$ cat src/rtl/core/iasmd_pkg.sv
package iasmd_pkg;

  localparam int DEFAULT_DATA_WIDTH = 32;

  // per-item control flags that travel down the chain alongside the data
  typedef struct packed {
    logic valid;
    logic neg_q;
    logic dz;
  } iasmd_ctrl_t;

endpackage

$ cat src/rtl/core/iasmd_prep.sv
module iasmd_prep #(
  parameter int DATA_WIDTH = iasmd_pkg::DEFAULT_DATA_WIDTH
) (
  input  logic                          clk,
  input  logic                          rst_n,
  input  logic                          enable,
  input  logic                          valid_i,
  input  logic [DATA_WIDTH-1:0]         a_i,
  input  logic [DATA_WIDTH-1:0]         b_i,
  output iasmd_pkg::iasmd_ctrl_t        ctrl_o,
  output logic [DATA_WIDTH-1:0]         a_o,
  output logic [DATA_WIDTH-1:0]         b_o,
  output logic [DATA_WIDTH-1:0]         ma_o,
  output logic [DATA_WIDTH-1:0]         mb_o,
  output logic [DATA_WIDTH-1:0]         sum_o,
  output logic [DATA_WIDTH-1:0]         diff_o
);
  import iasmd_pkg::*;

  localparam logic [DATA_WIDTH-1:0] ONE = {{(DATA_WIDTH-1){1'b0}}, 1'b1};

  iasmd_ctrl_t           ctrl_r, ctrl_nxt;
  logic [DATA_WIDTH-1:0] a_r, b_r, ma_r, mb_r, sum_r, diff_r;
  logic [DATA_WIDTH-1:0] ma_nxt, mb_nxt;

  always_comb begin
    // magnitude of the most negative value stays 2^(W-1) as unsigned
    ma_nxt         = a_i[DATA_WIDTH-1] ? (~a_i + ONE) : a_i;
    mb_nxt         = b_i[DATA_WIDTH-1] ? (~b_i + ONE) : b_i;
    ctrl_nxt.valid = valid_i;
    ctrl_nxt.neg_q = a_i[DATA_WIDTH-1] ^ b_i[DATA_WIDTH-1];
    ctrl_nxt.dz    = (b_i == '0);
  end

  always_ff @(posedge clk) begin
    if (!rst_n) begin
      ctrl_r <= '0;
    end else if (enable) begin
      ctrl_r <= ctrl_nxt;
    end
  end

  always_ff @(posedge clk) begin
    if (enable) begin
      a_r    <= a_i;
      b_r    <= b_i;
      ma_r   <= ma_nxt;
      mb_r   <= mb_nxt;
      sum_r  <= a_i + b_i;
      diff_r <= a_i - b_i;
    end
  end

  assign ctrl_o = ctrl_r;
  assign a_o    = a_r;
  assign b_o    = b_r;
  assign ma_o   = ma_r;
  assign mb_o   = mb_r;
  assign sum_o  = sum_r;
  assign diff_o = diff_r;

endmodule

$ cat config.mk
export PLATFORM = sky130hd
export DESIGN_NAME = iasmd_prep
export DESIGN_NICKNAME = d
export VERILOG_FILES = /design/src/rtl/core/iasmd_pkg.sv /design/src/rtl/core/iasmd_prep.sv
export SDC_FILE = /design/constraint.sdc
export NUM_CORES = 1
export LEC_CHECK = 0
export BUFFER_PORTS_ARGS = -buffer_cell sky130_fd_sc_hd__clkbuf_2
export CAP_MARGIN = 20
export CORE_MARGIN = 10
export CORE_UTILIZATION = 50
export CTS_CLUSTER_DIAMETER = 100
export CTS_CLUSTER_SIZE = 12
export DETAILED_ROUTE_END_ITERATION = 16
export PLACE_DENSITY_LB_ADDON = 0.25
export SYNTH_ARGS = -nofsm -noshare
export SYNTH_HDL_FRONTEND = slang
export SYNTH_SLANG_ARGS = --single-unit
export TNS_END_PERCENT = 20
$ cat constraint.sdc
create_clock -name clk -period 8.6 [get_ports clk]
set_clock_uncertainty 0.15 [all_clocks]
set_input_delay 0.43 -clock clk [delete_from_list [all_inputs] [get_ports clk]]
set_output_delay 0.43 -clock clk [all_outputs]
set_load 0.02 [all_outputs]
**After elaboration in Yosys (flattened, before gate mapping)**

Index checks and enable logic that the tools add are counted.
W data, S select, Z words.

- Flip-flop bits (word level): 195

- Mux-type cells: 2
- Reductions and logical operators: 1
- Bitwise operators: 3
- $add $sub $neg: 4

Operators with widths:

| cell | number |
|---|---|
| $add A32 B1 Y32 const B | 2 |
| $not A32 Y32 | 2 |
| $mux W31 | 2 |
| $add A32 B32 Y32 | 1 |
| $logic_not A32 Y1 | 1 |
| $sub A32 B32 Y32 | 1 |
| $xor A1 B1 Y1 | 1 |

**Depth between registers and ports, before layout**

- Depth in word-level cells: 3
- Gate-level depth with buffers: 11
- Gate-level depth less buffers: 11

**Least setup slack after synthesis**

OpenSTA, ideal clock, no wires.

- Path kind: input to register
- Start: input port a_i[0]
- End: register diff_r[26], in the netlist diff_o[26], data pin
- Library setup time: 263 ps
- Buffers on the path: 0
- Data arrival time: 2,641 ps
- Path slack: 5,545 ps
- Stages on the path: 11
- Cell sequence: inv_1 -> ha_1 -> fa_1 -> nor2b_1 -> o31a_1 -> o21ai_0 -> o311ai_0 -> a21oi_1 -> nor3_1 -> nor2_1 -> xnor2_1

- Cells in the longest elaborated chain, start to end: 1

Ends and longest elaborated chain:

| what | RTL line | text |
|---|---|---|
| start: declaration | iasmd_prep.sv:8 | `input logic [DATA_WIDTH-1:0] a_i,` |
| $sub A32 B32 Y32 | iasmd_prep.sv:50 | `diff_r <= a_i - b_i;` |
| end signal: assignment | iasmd_prep.sv:50 |  |
| end: declaration | iasmd_prep.sv:23 | `logic [DATA_WIDTH-1:0] a_r, b_r, ma_r, mb_r, sum_r, diff_r;` |

No other way between the ends.
A chain may end at the register's enable or synchronous reset.

**Worst setup path after layout**

- Start: input port b_i[2]
- End: register sum_r[31], in the netlist sum_o[31], data pin

- Cells in the longest elaborated chain, start to end: 1

Ends and longest elaborated chain:

| what | RTL line | text |
|---|---|---|
| start: declaration | iasmd_prep.sv:9 | `input logic [DATA_WIDTH-1:0] b_i,` |
| $add A32 B32 Y32 | iasmd_prep.sv:49 | `sum_r <= a_i + b_i;` |
| end signal: assignment | iasmd_prep.sv:49 |  |
| end: declaration | iasmd_prep.sv:23 |  |

No other way between the ends.

==> results.yml <==
pwr:
  pwr-share-seq: 0.450
  cellPowerDensity_nw_per_um2: 211
  p_sw_frac: 0.332
  p_clk_frac: 0.309
  internal_power_w: 0.00177
  p_total_w: 0.00265
  vdd_ir_drop_max_mv: 0.140
  switchingPower_w: 0.000882
  leakage_nw: 5.16
  comb_power_share: 0.241
floorplanning:
  fp-row-count: 52
  fp.dieH_um: 165
  start_util: 0.513
  ioPinCount: 263
  core-area_um2: 20400
  die_area_um2: 27100
  die_w_um: 165
critical_path:
  worst-path-max-fanout: 8
  path_common_cell: "a2111oi_0"
  cp_slowest_cell: "o31ai_1"
  critPathCaptureType: "register"
  crit_path_start: "b_i[2]"
  required_ns: 8.62
  cp.arrival_ns: 3.49
  r2r-start: "ctrl_o[0]"
  path_class: "in -> reg"
  cp-start-kind: "primary input"
  max_stage_delay_ns: 0.55
  crit_chain: "clkbuf_2, inv_1, ha_1, nor3b_2, o31ai_1, a2111oi_0, nor3_1, o31ai_2, a41o_1, a2111oi_0, nor4_1"
yosys:
  netlist_area_um2: 10500
  synth_fp_nets: 1025
  syn_inst: 891
  yosysUniqueCellTypes: 69
  synth_edf_count: 189
  yosysWarnings: 0
  seq_area_frac_synth: 0.548
  synth_seq_cells: 192
  async_reset_ff_frac: 0
  avgSynthCellArea_um2: 11.8
  synthFlopType: "edfxtp_1"
placed_design:
  port_buffers: 262
  dp_cells: 1389
  post-place-ws_ns: 4.79
  gp_congestion: 0.925
  hpwl_um: 24000
routing:
  dr.pass1.iters: 6
  drtIter0Drc: 653
  routed_wl_um: 30700
  viasPerCell: 5.65
  wl_per_cell_um: 21.6
  antenna_left: 0
  drc: 0
  vias: 8030
worst_hold_path:
  min_from: "rst_n"
  worstHoldPathType: "in -> reg"
timing:
  period_minus_slack_ns: 3.47
  finalSetupViolCount: 0
  worst_slew_pin_slew_ns: 1.13
  slew_viol_final: 0
  hold_viol_final: 0
  relSlewSlack: 0.240
  setup_slack_ns: 5.13
  grt_setup_unrepaired: "false"
  holdWs_ns: 0.0716
  fin_crit_sh: 0.403
  tns_ns: 0
  max_freq_mhz: 288
clocking:
  post_cts_buffers: 0
  tritoncts: "built"
  cts-root-buf: "clkbuf_16"
  clkTransAtPathRegs_ns: 0.08
  clock_latency_ns: 0.44
  numCtsBuffers: 17
  ctsLongestPathBuffers: 2
  cts_htree_levels: 4
  cts_hold_buf: 0
  cts-resized-gates: 0
  clock-sinks: 192
layout:
  num-nets-final: 1272
  n_antenna_cell: 0
  layoutNonFillerInstCount: 1421
  fillers: 1728
  syn2layout_area_growth_pct: 20.3
  drive_above_1_share: 0.272
global_routing:
  grt_pass1_wl_um: 46500
  track_usage: 0.224
  gr-total-overflow: 0
  grt_pass1_vias: 7880
  grt_max_degree: 121
  antenna_found_initial: 0
run_status:
  status: "completed"
job:
  drv_cap: 0
[sequential cells by signal (all words and copies together) (netlist names)]
| signal | flops |
|---|---|
| a_o | 32 |
| b_o | 32 |
| sum_o | 32 |
| diff_o | 31 |
| ma_o | 31 |
| mb_o | 31 |
| ctrl_o | 3 |
[worst max-delay path, delay by kind of cell]
| kind | cells | cell delay (ns) |
|---|---|---|
| adders and majority gates | 1 | 0.45 |
| and+or+nand+nor | 3 | 0.65 |
| buffers and inverters | 2 | 0.25 |
| AOI/OAI and AO/OA | 5 | 1.72 |
[kinds of logic (layout without fill, tap and decap cells)]
family          Yosys count  after routing  synth area share
flops                   192            192             0.548
compound gates          221            221             0.140
fa+ha+maj                66             66            0.0803
xor+xnor                116            116            0.0970
mux                       1              1          0.000956
simple gates            192            192            0.0940
buf+inv                 103            363            0.0400
[per-layer routing]
| layer | up-vias | wire (µm) | GRT usage |
|---|---|---|---|
| met3 | 34 | 3110 | 0.0612 |
| li1 | 3785 | - | - |
| met4 | 0 | 562 | 0.0692 |
| met5 | - | 0 | 0 |
| met2 | 376 | 14000 | 0.335 |
| met1 | 3835 | 13100 | 0.310 |
[path summary, 6_finish.rpt]
path          endpoint  slack, ns  cells past startpoint
max          sum_o[31]       5.13                     11
min reg2reg  ctrl_o[1]       0.34                      1
max reg2reg  ctrl_o[0]       7.70                      2
min          ctrl_o[0]       0.07                      2
[power by group through the flow]
stage	Sequential, W	Combinational, W	Clock (W)
after global routing	0.00120	0.000692	0.000872
after floorplan	0.00135	0.000252	0
after global placement	0.00121	0.000639	0
after detailed placement	0.00122	0.000640	0
final	0.00119	0.000639	0.000820
after CTS	0.00120	0.000643	0.000829
[layout make-up]
cell class              instances  area [µm²]  area share
clock buffers                  17         425      0.0338
clock inverters                15         201      0.0160
inverters                      68         255      0.0203
multi-input cells             596        4320       0.343
flip-flops and latches        192        5740       0.455
well taps                     270         338      0.0268
repair buffers                263        1330       0.105
[through the flow]
| stage | utilization | cell area, µm² |
|---|---|---|
| finish | 0.617 | 12600 |
| global route | 0.617 | 12600 |
| CTS | 0.617 | 12600 |
| detailed placement | 0.586 | 12000 |
| global placement | 0.586 | 12000 |
| floorplan | - | 10500 |
[cells in the final DEF (no fill, tap or decap), types with 16 or more instances in the layout]
cell / n
clkbuf_16: 17
xnor2_1: 105
inv_1: 65
o21ai_0: 47
nor2b_1: 16
a21oi_1: 61
o31ai_1: 26
nand2_1: 56
ha_1: 64
clkbuf_2: 261
edfxtp_1: 189
nor2_1: 41
[cells in the mapped netlist (all sizes together), types with 4 or more instances]
library cell	instances	area [µm²]
edfxtp	189	5680
xnor2	105	920
inv	65	244
ha	64	801
a21oi	61	305
nand2	56	210
o21ai	48	240
nor2	41	154
o31ai	27	208
clkbuf	19	72.6
buf	16	91.3
nor2b	16	100
nand3	15	75.1
o21bai	15	113
nor3	14	70.1
nor4	11	75.1
o41ai	11	123
xor2	11	96.3
a31oi	9	56.3
nand4	9	56.3
or3	7	53.8
or4	7	63.8
a21o	6	45.0
o21a	6	45.0
a211oi	5	42.5
nand2b	5	31.3
a221oi	4	35.0
o211ai	4	30.0
(Power assumes the default switching activity.)
