$ cat src/rtl/core/iasmd_pkg.sv
package iasmd_pkg;

  localparam int DEFAULT_DATA_WIDTH = 32;

  // per-item control flags that travel down the chain alongside the data
  typedef struct packed {
    logic valid;
    logic neg_q;
    logic dz;
  } iasmd_ctrl_t;

endpackage

$ cat src/rtl/core/iasmd_cell.sv
module iasmd_cell #(
  parameter int DATA_WIDTH = iasmd_pkg::DEFAULT_DATA_WIDTH,
  parameter int BIT        = 0
) (
  input  logic                          clk,
  input  logic                          rst_n,
  input  logic                          enable,
  input  iasmd_pkg::iasmd_ctrl_t        ctrl_i,
  input  logic [DATA_WIDTH-1:0]         x_i,
  input  logic [DATA_WIDTH-1:0]         y_i,
  input  logic [DATA_WIDTH-1:0]         q_i,
  input  logic [DATA_WIDTH-1:0]         a_i,
  input  logic [DATA_WIDTH-1:0]         b_i,
  input  logic [DATA_WIDTH-1:0]         acc_i,
  input  logic [DATA_WIDTH-1:0]         sum_i,
  input  logic [DATA_WIDTH-1:0]         diff_i,
  output iasmd_pkg::iasmd_ctrl_t        ctrl_o,
  output logic [DATA_WIDTH-1:0]         x_o,
  output logic [DATA_WIDTH-1:0]         y_o,
  output logic [DATA_WIDTH-1:0]         q_o,
  output logic [DATA_WIDTH-1:0]         a_o,
  output logic [DATA_WIDTH-1:0]         b_o,
  output logic [DATA_WIDTH-1:0]         acc_o,
  output logic [DATA_WIDTH-1:0]         sum_o,
  output logic [DATA_WIDTH-1:0]         diff_o
);
  import iasmd_pkg::*;

  iasmd_ctrl_t           ctrl_r;
  logic [DATA_WIDTH-1:0] x_r, y_r, q_r, a_r, b_r, acc_r, sum_r, diff_r;
  logic [DATA_WIDTH-1:0] x_nxt, q_nxt, acc_nxt;
  logic [DATA_WIDTH-1:0] x_shr;
  logic [DATA_WIDTH:0]   trial;
  logic                  fit;

  always_comb begin
    // restoring step: does y fit into the remainder at this bit position
    x_shr = x_i >> BIT;
    trial = {1'b0, x_shr} - {1'b0, y_i};
    fit   = !trial[DATA_WIDTH];
    x_nxt = fit ? (x_i - (y_i << BIT)) : x_i;
    q_nxt = q_i;
    q_nxt[BIT] = fit;
    // shift-add step of the multiplier, low bits only
    acc_nxt = b_i[BIT] ? (acc_i + (a_i << BIT)) : acc_i;
  end

  always_ff @(posedge clk) begin
    if (!rst_n) begin
      ctrl_r <= '0;
    end else if (enable) begin
      ctrl_r <= ctrl_i;
    end
  end

  always_ff @(posedge clk) begin
    if (enable) begin
      x_r    <= x_nxt;
      y_r    <= y_i;
      q_r    <= q_nxt;
      a_r    <= a_i;
      b_r    <= b_i;
      acc_r  <= acc_nxt;
      sum_r  <= sum_i;
      diff_r <= diff_i;
    end
  end

  assign ctrl_o = ctrl_r;
  assign x_o    = x_r;
  assign y_o    = y_r;
  assign q_o    = q_r;
  assign a_o    = a_r;
  assign b_o    = b_r;
  assign acc_o  = acc_r;
  assign sum_o  = sum_r;
  assign diff_o = diff_r;

endmodule

$ cat config.mk
export PLATFORM = sky130hd
export DESIGN_NAME = iasmd_cell
export DESIGN_NICKNAME = d
export VERILOG_FILES = /design/src/rtl/core/iasmd_pkg.sv /design/src/rtl/core/iasmd_cell.sv
export SDC_FILE = /design/constraint.sdc
export NUM_CORES = 1
export LEC_CHECK = 0
export BUFFER_PORTS_ARGS = -buffer_cell sky130_fd_sc_hd__buf_2
export CORE_AREA = 10 10 193 195
export CTS_CLUSTER_SIZE = 28
export DETAILED_ROUTE_END_ITERATION = 10
export DIE_AREA = 0 0 203 205
export HOLD_SLACK_MARGIN = 0.15
export PLACE_DENSITY_LB_ADDON = 0.12
export SYNTH_ARGS = -nofsm -noshare
export SYNTH_HDL_FRONTEND = slang
export SYNTH_SLANG_ARGS = --single-unit
$ cat constraint.sdc
create_clock -name clk -period 3.4 [get_ports clk]
set_clock_uncertainty 0.15 [all_clocks]
set_input_delay 0.68 -clock clk [delete_from_list [all_inputs] [get_ports clk]]
set_output_delay 0.68 -clock clk [all_outputs]
set_load 0.05 [all_outputs]
# Yosys cells after proc, flatten, opt, wreduce, memory -nomap -nowiden
# Cells that the tools add are included.
[word_totals]
in_bits = 262
out_inout_bits = 259
reg_bits = 259
[classes]
add_sub_neg = 3
mux = 2
reduce_logical = 1
[ops]
columns = ["operator", "n"]
rows = [
  ["32-bit two-way mux", 2],
  ["32-bit by 32-bit subtractor with 33-bit output", 1],
  ["32-bit adder", 1],
  ["32-bit subtractor", 1],
  ["1-bit logical NOT", 1],
]

# Depth between registers and ports, before layout
[depth]
depth_word = 2
mapped_depth = 13
mapped_depth_nobuf = 12

# Worst setup path after synthesis
# No wires, ideal clock.
[synth_path]
path_kind = "input -> register"
startpoint = "input port x_i[0]"
endpoint = "register x_r[27], in the netlist x_o[27] (data pin)"
slack_ps = -59
setup_ps = 262
stages = 13
required_time_ps = 2988
n_path_buf = 1
arrival_time_ps = 3047
cell_sequence = "inv_1 -> ha_1 -> fa_1 -> nor2b_1 -> o31ai_1 -> a21oi_2 -> nand3_1 -> a211oi_2 -> o2111ai_1 -> a21oi_1 -> o22ai_2 -> buf_6 -> mux2_1"
[synth_between]
elab_chain_len = 2
[synth_rtl]
columns = ["element", "line_no", "source"]
rows = [
  ["start, declared", "iasmd_cell.sv:9", "input logic [DATA_WIDTH-1:0] x_i,"],
  ["32-bit subtractor or 32-bit by 32-bit subtractor with 33-bit output (tied branches)", "iasmd_cell.sv:41, iasmd_cell.sv:39", ""],
  ["32-bit two-way mux *", "iasmd_cell.sv:41", "x_nxt = fit ? (x_i - (y_i << BIT)) : x_i;"],
  ["via x_nxt[27]", "iasmd_cell.sv:31", "logic [DATA_WIDTH-1:0] x_nxt, q_nxt, acc_nxt;"],
  ["end signal, assigned", "iasmd_cell.sv:58", "x_r <= x_nxt;"],
  ["end, declared", "iasmd_cell.sv:30", "logic [DATA_WIDTH-1:0] x_r, y_r, q_r, a_r, b_r, acc_r, sum_r, diff_r;"],
]
# Mark *: on every way through the listed nets, which the timed path passes. The rest lies on a longest branch.
# A chain may end at the register's enable or synchronous reset.

# Worst setup path after layout
[layout_path]
startpoint = "input port y_i[22]"
endpoint = "register x_r[16], in the netlist x_o[16] (data pin)"
[layout_between]
elab_chain_len = 2
[layout_rtl]
columns = ["element", "line_no", "source"]
rows = [
  ["start, declared", "iasmd_cell.sv:10", "input logic [DATA_WIDTH-1:0] y_i,"],
  ["32-bit by 32-bit subtractor with 33-bit output", "iasmd_cell.sv:39", "trial = {1'b0, x_shr} - {1'b0, y_i};"],
  ["32-bit two-way mux", "iasmd_cell.sv:41", ""],
  ["via x_nxt[16]", "iasmd_cell.sv:31", ""],
]
# The timed path passes the listed nets, and every way through them passes these cells.

==> reports/metrics.yaml <==
initial_utilization_pct: 35.7
critPathBufInv: 6
final.setup.tns_ps: 0
grt_pass1_vias: 9911
antenna_found_initial: 8
grt_busiest_layer: "met2"
dp.cells: 1848
critPathSlowestCell: "dlygate4sd3_1"
finalCritPeriodShare_pct: 98.5
cp.required_ps: 3560
drcViolationCount: 0
ioPinCount: 521
fin_cells: 2064
finalSetupViolations: 0
syn-cell-area_mm2: 0.0119
period_minus_slack_ps: 3350
synth_area_leaders: "edfxtp_1 (65%), ha_1 (6.6%), mux2_2 (4.6%)"
grt_pass1_wl_um: 62300
synth_top_area_share_pct: 64.8
htree_num_levels: 1
max_slew_margin_pct: 70.1
max_freq_mhz: 299
tritoncts: "yes"
synth_cell_type_count: 64
std_cell_rows: 67
use_met2_pct: 35.7
cts.sinks: 259
path_max_fanout: 5
synth_edf_count: 256
die_h_um: 205
port_buffers: 519
pwr_density_cell_mw_per_mm2: 532
yosysWarnings: 0
use_met1_pct: 21.2
globalplace.congestion: 0.836
clk_pin_slew_ps: 60
grt_start_max_net_pins: 72
synthCells: 814
fin_nets: 1920
crit_arrival_ps: 3510
firstDrtPassIters: 4
met3_usage_pct: 5.56
end_kind: "flip-flop"
async_flop_share_pct: 0
worst-setup-path-type: "input pin to flip-flop"
via_per_inst: 4.73
status: "finished clean"
drtAntennaViolNets: 0
numCtsBuffers: 29
routed_wl_um: 42900
grt_usage_pct: 19.4
multi_input_area_mm2: 0.00401
synth_top_area_cell: "edfxtp_1"
grt_overflow_total: 0
ys_ff_latch: 259
drt_iter0_markers: 521
ys_seq_area_share_pct: 65.3
seq_area_mm2: 0.00775
avgSynthCellArea_um2: 14.6
reg2reg_depth: 2
worstMarginPinSlew_ps: 448
clock-root-buffer: "clkbuf_16"
syn_to_final_growth_pct: 54.0
hold_class: "input pin to flip-flop"
place_area_mm2: 0.0157
clk_latency_ps: 550
p_leak_nw: 8.12
crit_path_frequent_cell: "a21o_1"
synthTopCellsByCount: "edfxtp_1 (256), ha_1 (63), a21oi_1 (51)"
cp_num_cells: 16
fp.dieW_um: 203
synth_nets: 1141
cts_buffer_depth: 3
synth-main-ff-cell: "edfxtp_1"
whs_path_depth: 1
synthMostInstantiatedCell: "edfxtp_1"
wl_per_cell_um: 20.8
ir_worst_vdd_mv: 0.419
critPathTopFamily: "compound AO/OA/AOI/OAI gates"
whs_ps: 181
hpwl_um: 32500
crit_chain: "dlygate4sd3_1 > buf_2 > inv_1 > ha_2 > a21o_1 > a21o_1 > a21o_1 > a21oi_1 > nor2b_1 > a311oi_2 > a21oi_2 > o22ai_4 > buf_6 > clkbuf_16 > buf_6 > mux2_2"
slew_violations: 0
cap_viol_max_count: 0
drive_gt1_share_pct: 45.6
via_count: 9753
final_cell_area_mm2: 0.0183
core_area_mm2: 0.0333
startpoint_type: "input pin"
hold_violations: 0
fillers: 2826
slowest_delay_ps: 530
dieArea_mm2: 0.0416
final_core_util_pct: 54.9
[routing by layer]
| metal | share of wire (%) | up-vias |
|---|---|---|
| met3 | 7.1 | 52 |
| met1 | 38 | 4655 |
| met2 | 53 | 339 |
| met4 | 2.2 | 8 |
| li1 | - | 4699 |
| met5 | 0.12 | - |
[area by class of cell]
class	instances	share of cell area (%)
multi-input combinational	501	21.9
clock buffer	35	4.09
sequential	259	42.4
clock inverter	15	0.725
inverter	41	0.842
antenna	4	0.0547
timing repair buffer	761	26.9
tap	448	3.07
[sequential cells by signal, indices dropped and copies added (netlist names)]
signal  cells
diff_o     32
b_o        32
ctrl_o      3
q_o        32
acc_o      32
x_o        32
sum_o      32
a_o        32
y_o        32
[final timing paths]
kind | from | to | slack [ps]
max | y_i[22] | x_o[16]$_DFFE_PP_ | 50
min | y_i[31] | y_o[31]$_DFFE_PP_ | 180
max reg2reg | ctrl_o[2]$_SDFFE_PN0P_ | ctrl_o[2]$_SDFFE_PN0P_ | 2630
min reg2reg | ctrl_o[0]$_SDFFE_PN0P_ | ctrl_o[0]$_SDFFE_PN0P_ | 390
[metrics by stage]
stage | total power [mW] | worst slack (ps)
global route | 10.1 | -27.1
floorplan | 5.74 | 9.92
global placement | 6.59 | -385
finish | 9.72 | 51.1
detailed placement | 6.60 | -405
CTS | 9.75 | 18.0
[cells by family (layout without fill, tap and decap cells)]
group | after synthesis | after routing | synth area share, %
and+or+nand+nor | 140 | 140 | 5.74
AOI/OAI and AO/OA | 189 | 189 | 11.1
muxes | 59 | 59 | 5.52
buffers and inverters | 54 | 852 | 1.90
other | 0 | 4 | 0
adders and majority gates | 65 | 65 | 6.98
xor gates and xnor gates | 48 | 48 | 3.54
DFF | 259 | 259 | 65.3
[what timing repair did]
action / in CTS / in global routing
hold buffers: 148 / 0
hold endpoints to repair: 148 / 0
resized for setup: 0 / 27
setup endpoints to repair: 0 / 33
buffers inserted: 0 / 14
[report_power, final]
| part | leakage, nW | internal [mW] | switching (mW) |
|---|---|---|---|
| Combinational | 5.17 | 0.957 | 1.86 |
| Sequential | 2.53 | 3.86 | 0.0699 |
| Clock | 0.421 | 1.71 | 1.27 |
| Total | 8.12 | 6.52 | 3.20 |
[cells in the final DEF (no fill, tap or decap), drive strengths merged, types with 35 or more instances in the layout]
cell type,netlist,routed
edfxtp,256,256
buf,3,611
mux2,52,52
a21oi,52,52
nor2,35,35
inv,41,42
nand2,42,42
dlygate4sd3,0,148
ha,63,63
clkbuf,10,37
No activity file was read; power rests on OpenSTA's default activity.
